--- src/hdl/ahwfd_pkg.sv ---
// Shared types, constants and decode functions for the frame decoder.
`default_nettype none

package ahwfd_pkg;

    localparam logic [4:0] FRAME_LEN    = 5'd25;
    localparam logic [4:0] POS_LAST     = 5'd24;
    localparam logic [4:0] POS_FZ_FIRST = 5'd9;
    localparam logic [4:0] POS_MX_FIRST = 5'd13;
    localparam logic [4:0] POS_MY_FIRST = 5'd17;
    localparam logic [4:0] POS_MY_END   = 5'd21;

    localparam logic signed [16:0] RAW_CENTER = 17'sd8192;

    // Configuration register indexes
    localparam logic [2:0] CFG_GAIN_FZ = 3'd0;
    localparam logic [2:0] CFG_GAIN_MX = 3'd1;
    localparam logic [2:0] CFG_GAIN_MY = 3'd2;
    localparam logic [2:0] CFG_BIAS_FZ = 3'd3;
    localparam logic [2:0] CFG_BIAS_MX = 3'd4;
    localparam logic [2:0] CFG_BIAS_MY = 3'd5;

    typedef struct packed {
        logic [7:0] rx_byte;
        logic       frame_start;
    } t_in_item;

    typedef struct packed {
        logic signed [31:0] force_z;
        logic signed [31:0] moment_x;
        logic signed [31:0] moment_y;
        logic [3:0]         tick_digit;
        logic               format_error;
    } t_out_item;

    // One complete reply as handed from the parser to the scaler
    typedef struct packed {
        logic [15:0] raw_fz;
        logic [15:0] raw_mx;
        logic [15:0] raw_my;
        logic [3:0]  tick;
        logic        bad;
    } t_frame;

    typedef struct packed {
        logic [23:0]        gain_fz;
        logic [23:0]        gain_mx;
        logic [23:0]        gain_my;
        logic signed [31:0] bias_fz;
        logic signed [31:0] bias_mx;
        logic signed [31:0] bias_my;
    } t_cfg;

    // {ok, nibble}; a non-hex character gives ok=0 and nibble 0
    function automatic logic [4:0] hex_nibble(input logic [7:0] c);
        logic [4:0] r;
        r = 5'd0;
        if (c >= 8'h30 && c <= 8'h39) begin
            r = {1'b1, c[3:0]};
        end else if ((c >= 8'h41 && c <= 8'h46) || (c >= 8'h61 && c <= 8'h66)) begin
            r = {1'b1, c[3:0] + 4'd9};
        end
        return r;
    endfunction

    // Clamp a 35-bit signed value to 32 bits
    function automatic logic signed [31:0] sat32(input logic signed [34:0] v);
        logic signed [31:0] r;
        r = v[31:0];
        if (v[34:31] != 4'b0000 && v[34:31] != 4'b1111) begin
            r = v[34] ? 32'sh8000_0000 : 32'sh7FFF_FFFF;
        end
        return r;
    endfunction

endpackage

`default_nettype wire

--- src/hdl/ahwfd_front.sv ---
// Character parser: position tracking, digit decode and channel accumulation.
`default_nettype none

module ahwfd_front (
    input  wire logic              i_clk,
    input  wire logic              i_rst_n,
    input  wire logic              i_accept,
    input  wire ahwfd_pkg::t_in_item i_item,
    output logic                   o_push,
    output ahwfd_pkg::t_frame      o_frame
);

    logic [4:0]  r_pos, n_pos;
    logic        r_bad, n_bad;
    logic [15:0] r_raw_fz, r_raw_mx, r_raw_my;
    logic [3:0]  r_tick;

    logic [4:0] pos;
    logic       bad_base;
    logic       active;
    logic [4:0] hex;
    logic       tick_ok;
    logic       char_bad;
    logic [3:0] nib;

    always_comb begin
        pos      = i_item.frame_start ? 5'd0 : r_pos;
        bad_base = i_item.frame_start ? 1'b0 : r_bad;
        active   = (pos < ahwfd_pkg::FRAME_LEN);
        hex      = ahwfd_pkg::hex_nibble(i_item.rx_byte);
        tick_ok  = (i_item.rx_byte >= 8'h30) && (i_item.rx_byte <= 8'h39);
        char_bad = (pos == 5'd0) ? !tick_ok : !hex[4];
        nib      = hex[3:0];
        n_pos    = active ? pos + 5'd1 : pos;
        n_bad    = bad_base | (active & char_bad);
    end

    always_ff @(posedge i_clk) begin
        if (!i_rst_n) begin
            r_pos <= ahwfd_pkg::FRAME_LEN;
            r_bad <= 1'b0;
        end else if (i_accept) begin
            r_pos <= n_pos;
            r_bad <= n_bad;
        end
    end

    // Channel payload; every reply rewrites all of it before it is used
    always_ff @(posedge i_clk) begin
        if (i_accept && active) begin
            if (pos == 5'd0) begin
                r_tick <= tick_ok ? i_item.rx_byte[3:0] : 4'd0;
            end else if (pos >= ahwfd_pkg::POS_FZ_FIRST && pos < ahwfd_pkg::POS_MX_FIRST) begin
                r_raw_fz <= {r_raw_fz[11:0], nib};
            end else if (pos >= ahwfd_pkg::POS_MX_FIRST && pos < ahwfd_pkg::POS_MY_FIRST) begin
                r_raw_mx <= {r_raw_mx[11:0], nib};
            end else if (pos >= ahwfd_pkg::POS_MY_FIRST && pos < ahwfd_pkg::POS_MY_END) begin
                r_raw_my <= {r_raw_my[11:0], nib};
            end
        end
    end

    // Last character carries no kept channel, so the raw registers are final
    assign o_push         = i_accept && active && (pos == ahwfd_pkg::POS_LAST);
    assign o_frame.raw_fz = r_raw_fz;
    assign o_frame.raw_mx = r_raw_mx;
    assign o_frame.raw_my = r_raw_my;
    assign o_frame.tick   = r_tick;
    assign o_frame.bad    = n_bad;

endmodule

`default_nettype wire

--- src/hdl/ahwfd_fifo.sv ---
// Small frame queue between parser and scaler.
`default_nettype none

module ahwfd_fifo #(
    parameter int DEPTH = 2
) (
    input  wire logic              i_clk,
    input  wire logic              i_rst_n,
    input  wire logic              i_push,
    input  wire ahwfd_pkg::t_frame i_frame,
    output logic                   o_full,
    output logic                   o_valid,
    input  wire logic              i_pop,
    output ahwfd_pkg::t_frame      o_frame
);

    localparam int PW = (DEPTH > 1) ? $clog2(DEPTH) : 1;
    localparam int CW = $clog2(DEPTH + 1);
    localparam logic [PW-1:0] PTR_LAST = PW'(DEPTH - 1);
    localparam logic [CW-1:0] CNT_FULL = CW'(DEPTH);

    ahwfd_pkg::t_frame r_mem [DEPTH];
    logic [PW-1:0] r_wr_ptr, r_rd_ptr;
    logic [CW-1:0] r_count;

    logic do_push, do_pop;

    assign o_full  = (r_count == CNT_FULL);
    assign o_valid = (r_count != '0);
    assign do_push = i_push && !o_full;
    assign do_pop  = i_pop && o_valid;
    assign o_frame = r_mem[r_rd_ptr];

    always_ff @(posedge i_clk) begin
        if (!i_rst_n) begin
            r_wr_ptr <= '0;
            r_rd_ptr <= '0;
            r_count  <= '0;
        end else begin
            if (do_push) begin
                r_wr_ptr <= (r_wr_ptr == PTR_LAST) ? '0 : r_wr_ptr + PW'(1);
            end
            if (do_pop) begin
                r_rd_ptr <= (r_rd_ptr == PTR_LAST) ? '0 : r_rd_ptr + PW'(1);
            end
            case ({do_push, do_pop})
                2'b10:   r_count <= r_count + CW'(1);
                2'b01:   r_count <= r_count - CW'(1);
                default: r_count <= r_count;
            endcase
        end
    end

    always_ff @(posedge i_clk) begin
        if (do_push) begin
            r_mem[r_wr_ptr] <= i_frame;
        end
    end

endmodule

`default_nettype wire

--- src/hdl/ahwfd_back.sv ---
// Scaler: configuration registers, multiply stage, round/bias/saturate stage.
`default_nettype none

module ahwfd_back (
    input  wire logic               i_clk,
    input  wire logic               i_rst_n,
    input  wire logic               i_cfg_we,
    input  wire logic [2:0]         i_cfg_idx,
    input  wire logic [31:0]        i_cfg_data,
    input  wire logic               i_frame_valid,
    input  wire ahwfd_pkg::t_frame  i_frame,
    output logic                    o_pop,
    output logic                    o_valid,
    input  wire logic               i_stall,
    output ahwfd_pkg::t_out_item    o_data
);

    ahwfd_pkg::t_cfg r_cfg;

    always_ff @(posedge i_clk) begin
        if (!i_rst_n) begin
            r_cfg <= '0;
        end else if (i_cfg_we) begin
            case (i_cfg_idx)
                ahwfd_pkg::CFG_GAIN_FZ: r_cfg.gain_fz <= i_cfg_data[23:0];
                ahwfd_pkg::CFG_GAIN_MX: r_cfg.gain_mx <= i_cfg_data[23:0];
                ahwfd_pkg::CFG_GAIN_MY: r_cfg.gain_my <= i_cfg_data[23:0];
                ahwfd_pkg::CFG_BIAS_FZ: r_cfg.bias_fz <= i_cfg_data;
                ahwfd_pkg::CFG_BIAS_MX: r_cfg.bias_mx <= i_cfg_data;
                ahwfd_pkg::CFG_BIAS_MY: r_cfg.bias_my <= i_cfg_data;
                default: ;
            endcase
        end
    end

    logic r_v1, r_v2;
    logic en1, en2;
    logic signed [41:0] r_p_fz, r_p_mx, r_p_my;
    logic [3:0] r_tick1;
    logic       r_bad1;

    assign en2   = !r_v2 || !i_stall;
    assign en1   = !r_v1 || en2;
    assign o_pop = i_frame_valid && en1;

    function automatic logic signed [41:0] mul_ch(input logic [15:0] raw,
                                                  input logic [23:0] gain);
        logic signed [16:0] diff;
        diff = $signed({1'b0, raw}) - ahwfd_pkg::RAW_CENTER;
        return diff * $signed({1'b0, gain});
    endfunction

    // Round to nearest (ties up) and bias in one add: bias*256 + 128 is {bias, 0x80}
    function automatic logic signed [31:0] fin_ch(input logic signed [41:0] p,
                                                  input logic signed [31:0] bias);
        logic signed [42:0] sum;
        sum = $signed({p[41], p}) + $signed({{3{bias[31]}}, bias, 8'h80});
        return ahwfd_pkg::sat32(sum[42:8]);
    endfunction

    always_ff @(posedge i_clk) begin
        if (!i_rst_n) begin
            r_v1 <= 1'b0;
            r_v2 <= 1'b0;
        end else begin
            if (en1) r_v1 <= i_frame_valid;
            if (en2) r_v2 <= r_v1;
        end
    end

    always_ff @(posedge i_clk) begin
        if (o_pop) begin
            r_p_fz  <= mul_ch(i_frame.raw_fz, r_cfg.gain_fz);
            r_p_mx  <= mul_ch(i_frame.raw_mx, r_cfg.gain_mx);
            r_p_my  <= mul_ch(i_frame.raw_my, r_cfg.gain_my);
            r_tick1 <= i_frame.tick;
            r_bad1  <= i_frame.bad;
        end
        if (en2 && r_v1) begin
            o_data.force_z      <= fin_ch(r_p_fz, r_cfg.bias_fz);
            o_data.moment_x     <= fin_ch(r_p_mx, r_cfg.bias_mx);
            o_data.moment_y     <= fin_ch(r_p_my, r_cfg.bias_my);
            o_data.tick_digit   <= r_tick1;
            o_data.format_error <= r_bad1;
        end
    end

    assign o_valid = r_v2;

endmodule

`default_nettype wire

--- src/hdl/ascii_hex_wrench_frame_decoder.sv ---
// Throughput: one character per cycle; the parser takes a byte every cycle unless the
// frame queue is full, and the two-stage scaler (multiply, then round/bias/saturate)
// retires one reply per cycle while i_stall is low. Reset (i_rst_n low, synchronous)
// idles the parser waiting for a start, empties the queue and pipeline and zeroes all
// gains and biases. A reply enters the queue when its 25th character is accepted.
`default_nettype none

module ascii_hex_wrench_frame_decoder #(
    parameter int P_QUEUE_DEPTH = 2
) (
    input  wire logic                 i_clk,
    input  wire logic                 i_rst_n,
    // character request channel
    input  wire logic                 i_valid,
    output logic                      o_stall,
    input  wire ahwfd_pkg::t_in_item  i_data,
    // result request channel
    output logic                      o_valid,
    input  wire logic                 i_stall,
    output ahwfd_pkg::t_out_item      o_data,
    // configuration writes
    input  wire logic                 i_cfg_we,
    input  wire logic [2:0]           i_cfg_idx,
    input  wire logic [31:0]          i_cfg_data
);

    logic              accept;
    logic              push;
    ahwfd_pkg::t_frame frame_in;
    ahwfd_pkg::t_frame frame_out;
    logic              q_full;
    logic              q_valid;
    logic              pop;

    // Front side stalls only when the queue cannot take another reply;
    // a stalled scaler output never blocks characters until the queue fills.
    assign o_stall = q_full;
    assign accept  = i_valid && !o_stall;

    ahwfd_front u_front (
        .i_clk    (i_clk),
        .i_rst_n  (i_rst_n),
        .i_accept (accept),
        .i_item   (i_data),
        .o_push   (push),
        .o_frame  (frame_in)
    );

    ahwfd_fifo #(
        .DEPTH (P_QUEUE_DEPTH)
    ) u_fifo (
        .i_clk   (i_clk),
        .i_rst_n (i_rst_n),
        .i_push  (push),
        .i_frame (frame_in),
        .o_full  (q_full),
        .o_valid (q_valid),
        .i_pop   (pop),
        .o_frame (frame_out)
    );

    // Scaler holds the gain/bias registers; the user must make writes only while idle, the block does not enforce it
    ahwfd_back u_back (
        .i_clk         (i_clk),
        .i_rst_n       (i_rst_n),
        .i_cfg_we      (i_cfg_we),
        .i_cfg_idx     (i_cfg_idx),
        .i_cfg_data    (i_cfg_data),
        .i_frame_valid (q_valid),
        .i_frame       (frame_out),
        .o_pop         (pop),
        .o_valid       (o_valid),
        .i_stall       (i_stall),
        .o_data        (o_data)
    );

endmodule

`default_nettype wire

--- config.mk ---
export PLATFORM = sky130hd
export DESIGN_NAME = ascii_hex_wrench_frame_decoder
export DESIGN_NICKNAME = d
export VERILOG_FILES = /design/src/hdl/ahwfd_pkg.sv /design/src/hdl/ahwfd_front.sv /design/src/hdl/ahwfd_fifo.sv /design/src/hdl/ahwfd_back.sv /design/src/hdl/ascii_hex_wrench_frame_decoder.sv
export SDC_FILE = /design/constraint.sdc
export NUM_CORES = 2
export LEC_CHECK = 0
export BUFFER_PORTS_ARGS = -buffer_cell sky130_fd_sc_hd__buf_2
export CAP_MARGIN = 30
export CORE_ASPECT_RATIO = 1.4
export CORE_MARGIN = 2
export CORE_UTILIZATION = 59
export CTS_CLUSTER_SIZE = 28
export DETAILED_ROUTE_END_ITERATION = 6
export PLACE_DENSITY = 0.76
export SLEW_MARGIN = 20
export SYNTH_ARGS = -nofsm -noshare
export SYNTH_HDL_FRONTEND = slang
export SYNTH_HIERARCHICAL = 1
export SYNTH_SLANG_ARGS = --single-unit
--- constraint.sdc ---
create_clock -name i_clk -period 26.1 [get_ports i_clk]
set_input_delay 5.22 -clock i_clk [delete_from_list [all_inputs] [get_ports i_clk]]
set_output_delay 5.22 -clock i_clk [all_outputs]
set_load 0.1 [all_outputs]
==> flow_metrics.env <==
export IMPL_wire_per_inst_um=21.5
export IMPL_synth_ff_type="edfxtp_1"
export IMPL_postCtsHoldBufs=0
export IMPL_ys_ff_latch=550
export IMPL_routed_wirelength_mm=174
export IMPL_setup_viol=0
export IMPL_syn_area_um2=64200
export IMPL_finalCritPeriodShare_pct=34.8
export IMPL_grt_max_degree=96
export IMPL_drv_slew=0
export IMPL_start_kind="flop"
export IMPL_pin_count=152
export IMPL_start_util_pct=59.3
export IMPL_period_minus_slack_ps=9090
export IMPL_finalHoldViolCount=0
export IMPL_core_area_um2=108000
export IMPL_ys_warn_count=6
export IMPL_path_clk_slew_ps=70
export IMPL_grt_pass1_wl_mm=274
export IMPL_via_per_inst=5.75
export IMPL_drcViolationCount=0
export IMPL_path_delay_family="adder cells"
export IMPL_worstHoldPathType="reg -> reg"
export IMPL_syn_nets=8187
export IMPL_clock_path_buffers=3
export IMPL_cts_repair_resized=0
export IMPL_die_y_um=394
export IMPL_gp_congestion=0.935
export IMPL_hold_ws_ps=418
export IMPL_required_ps=26480
export IMPL_avgSynthCellArea_um2=9.69
export IMPL_dr_first_iter_drc_count=3384
export IMPL_relSlewSlack_pct=32.1
export IMPL_dp_hpwl_mm=131
export IMPL_worst_slack_ps=17010
export IMPL_yosysUniqueCellTypes=94
export IMPL_overflow=0
export IMPL_critPathCaptureType="flop"
export IMPL_cts_root_buf="clkbuf_16"
export IMPL_peakVddDrop_mv=0.0589
export IMPL_antenna_found_initial=20
export IMPL_max_freq_ghz=0.110
export IMPL_num_rows=143
export IMPL_die_w_um=283
export IMPL_layout_drive_gt1_share_pct=5.98
export IMPL_yosysSeqAreaShare_pct=22.9
export IMPL_dr_pass1_iters=6
export IMPL_tightest_slew_ps=1020
export IMPL_critPathBufInv=4
export IMPL_grt_setup_unrepaired="no"
export IMPL_numPortBuffers=151
export IMPL_synth_edff_count=369
export IMPL_cpMaxStageDelayCell="ha_1"
export IMPL_cp_max_fo=33
export IMPL_grt_pass1_vias=50180
export IMPL_path_cells="buf_4 > mux2_2 > inv_1 > ha_1 > nor2b_1 > fa_1 > inv_1 > fa_1 > fa_1 > fa_1 > fa_1 > fa_1 > inv_1 > ha_1 > nand2_1 > or3_1 > a2111oi_2 > nor3_2 > a21oi_2 > a21oi_2 > o41ai_1 > nor2_1 > xnor2_1"
export IMPL_worst_skew_pair_late_latency_ps=690
export IMPL_grt_use_total_pct=32.3
export IMPL_path_common_cell="fa_1"
export IMPL_critical_path_class="reg -> reg"
export IMPL_cts_made_buffers=57
export IMPL_area_growth_pct=6.17
export IMPL_fillers=8680
export IMPL_outcome="finished clean"
export IMPL_tns_ps=0
export IMPL_power_w=0.00223
export IMPL_syn_instance_count=6624
export IMPL_maxCapViolCount=0
export IMPL_multi_input_area_um2=44000
export IMPL_cp_arrival_ps=9470
export IMPL_nets=8158
export IMPL_dr_total_vias=46604
export IMPL_cpPeakStageDelay_ps=830
export IMPL_finalClockSkew_ps=65.4
export IMPL_power_density_nw_per_um2=32.7
export IMPL_tritoncts="done"
export IMPL_ant_nets=0
export IMPL_pre_cts_ws_ps=17170
export IMPL_post_cts_buffers=0
export IMPL_leakage_nw=30.6
export IMPL_synthArstFlopShare_pct=0
export IMPL_seq_area_um2=14700
export IMPL_dieArea_um2=111000
export IMPL_cts_sinks=550
export IMPL_h_tree_depth=2
cell type report:
class / instances / share of cell area (%)
Multi-Input combinational cell: 4618 / 64.6
Antenna cell: 9 / 0.0330
Sequential cell: 550 / 21.6
Timing Repair Buffer: 193 / 1.65
Tap cell: 1450 / 2.66
Inverter: 1175 / 6.47
Clock buffer: 73 / 2.33
Clock inverter: 35 / 0.663
worst register-to-register path, stage by stage, from the launching register on:
cell and delay, ps:
dfxtp_2 730, buf_4 600, mux2_2 670, inv_1 170, ha_1 830, nor2b_1 160, fa_1 570, inv_1 50
fa_1 500, fa_1 430, fa_1 510, fa_1 430, fa_1 490, inv_1 40, ha_1 340, nand2_1 130
or3_1 410, a2111oi_2 420, nor3_2 130, a21oi_2 240, a21oi_2 160, o41ai_1 520, nor2_1 110, xnor2_1 140
Yosys cell counts (25+ instances only):
cell	instances	share of area [%]
nand3_1	46	0.36
and3_1	25	0.24
o21ai_0	82	0.64
o21bai_1	30	0.35
inv_1	1174	6.9
buf_2	29	0.23
ha_1	527	10
edfxtp_1	369	17
dfxtp_1	181	5.6
clkbuf_1	249	1.5
nor2_1	148	0.87
nand2_1	1005	5.9
nor3_1	42	0.33
a21oi_1	175	1.4
and2_1	472	4.6
fa_1	987	31
xnor2_1	112	1.5
o21ai_1	83	0.65
nor2b_1	148	1.4
a21o_1	105	1.2
mux2_2	53	0.93
nand2b_1	77	0.75
a21boi_0	172	2.0
xor2_1	79	1.1
flip-flops by register name, summed over array words and instances (netlist names), named ones only:
name and flops:
u_fifo/r_count 2, u_front/r_pos 5, u_back/r_p_fz 35, u_front/r_raw_fz 16, u_front/r_bad 1, u_back/r_cfg 168
u_back/r_p_my 35, u_front/r_raw_my 16, u_fifo/r_wr_ptr 1, u_front/r_raw_mx 16, u_fifo/r_rd_ptr 1, u_fifo/r_mem 106
u_back/r_tick1 4, u_front/r_tick 4, u_back/o_valid 1, u_back/r_bad1 1, u_back/o_data 101, u_back/r_p_mx 35
u_back/r_v1 1
power by group:
group / switching [W] / internal (W) / total (W)
Sequential: 0.0000195 / 0.000944 / 0.000964
Combinational: 0.000235 / 0.000140 / 0.000374
Clock: 0.000387 / 0.000501 / 0.000887
Total: 0.000641 / 0.00158 / 0.00223
cell families (layout without fill, tap and decap cells):
family	count (synthesis)	after routing	share of synthesized area, %
compound gates	812	812	8.47
xor+xnor	192	192	2.63
fa+ha+maj	1514	1514	41.1
buf+inv	1456	1476	8.59
flops	550	550	22.9
mux	55	55	0.961
other cells	0	9	0
simple gates	2045	2045	15.4
metrics by stage:
step                cell area [um^2]  util [%]  instances
floorplan                      64200         -       6624
global placement               66000      60.9       7975
detailed placement             66000      61.0       7978
CTS                            68000      62.8       8086
global route                   68100      62.9       8096
finish                         68200      63.0       8103
metal layers:
layer | up-vias | share of wire (%) | global-route usage [%]
met4 | 30 | 7.3 | 20.3
met5 | - | 0.11 | 0
met1 | 23429 | 37 | 38.8
met2 | 1843 | 48 | 53.5
met3 | 625 | 7.6 | 5.71
li1 | 20677 | - | -
worst paths after layout:
check / from / end / slack, ps / cells past startpoint
worst max-delay path: flop / u_back/r_p_fz[39]$_DFFE_PP_ / 17010 / 23
worst min-delay path: u_front/r_raw_fz[12]$_DFFE_PP_ / u_fifo/r_mem[1][49]$_DFFE_PP_ / 420 / 0
worst max register to register: flop / u_back/r_p_fz[39]$_DFFE_PP_ / 17010 / 23
worst min register to register: u_front/r_raw_fz[12]$_DFFE_PP_ / u_fifo/r_mem[1][49]$_DFFE_PP_ / 420 / 0
cell usage in the layout, fill, tap and decap left out, types with 9 or more instances in the layout:
master,Yosys,layout
a211oi_1,15,15
a21boi_0,172,171
a21o_1,105,105
a21oi_1,175,175
a31oi_1,17,16
and2_1,472,471
and3_1,25,24
buf_2,29,150
buf_4,1,35
clkbuf_1,249,9
clkbuf_16,0,60
dfxtp_1,181,180
diode_2,0,9
edfxtp_1,369,369
fa_1,987,987
ha_1,527,527
inv_1,1174,1173
mux2_2,53,53
nand2_1,1005,1005
nand2b_1,77,77
nand3_1,46,46
nand4_1,24,24
nor2_1,148,148
nor2b_1,148,148
nor3_1,42,39
o211ai_1,13,13
o21a_1,19,19
o21ai_0,82,82
o21ai_1,83,83
o21bai_1,30,30
or3_1,15,15
xnor2_1,112,112
xor2_1,79,79
No activity file was read; power rests on OpenSTA's default activity.
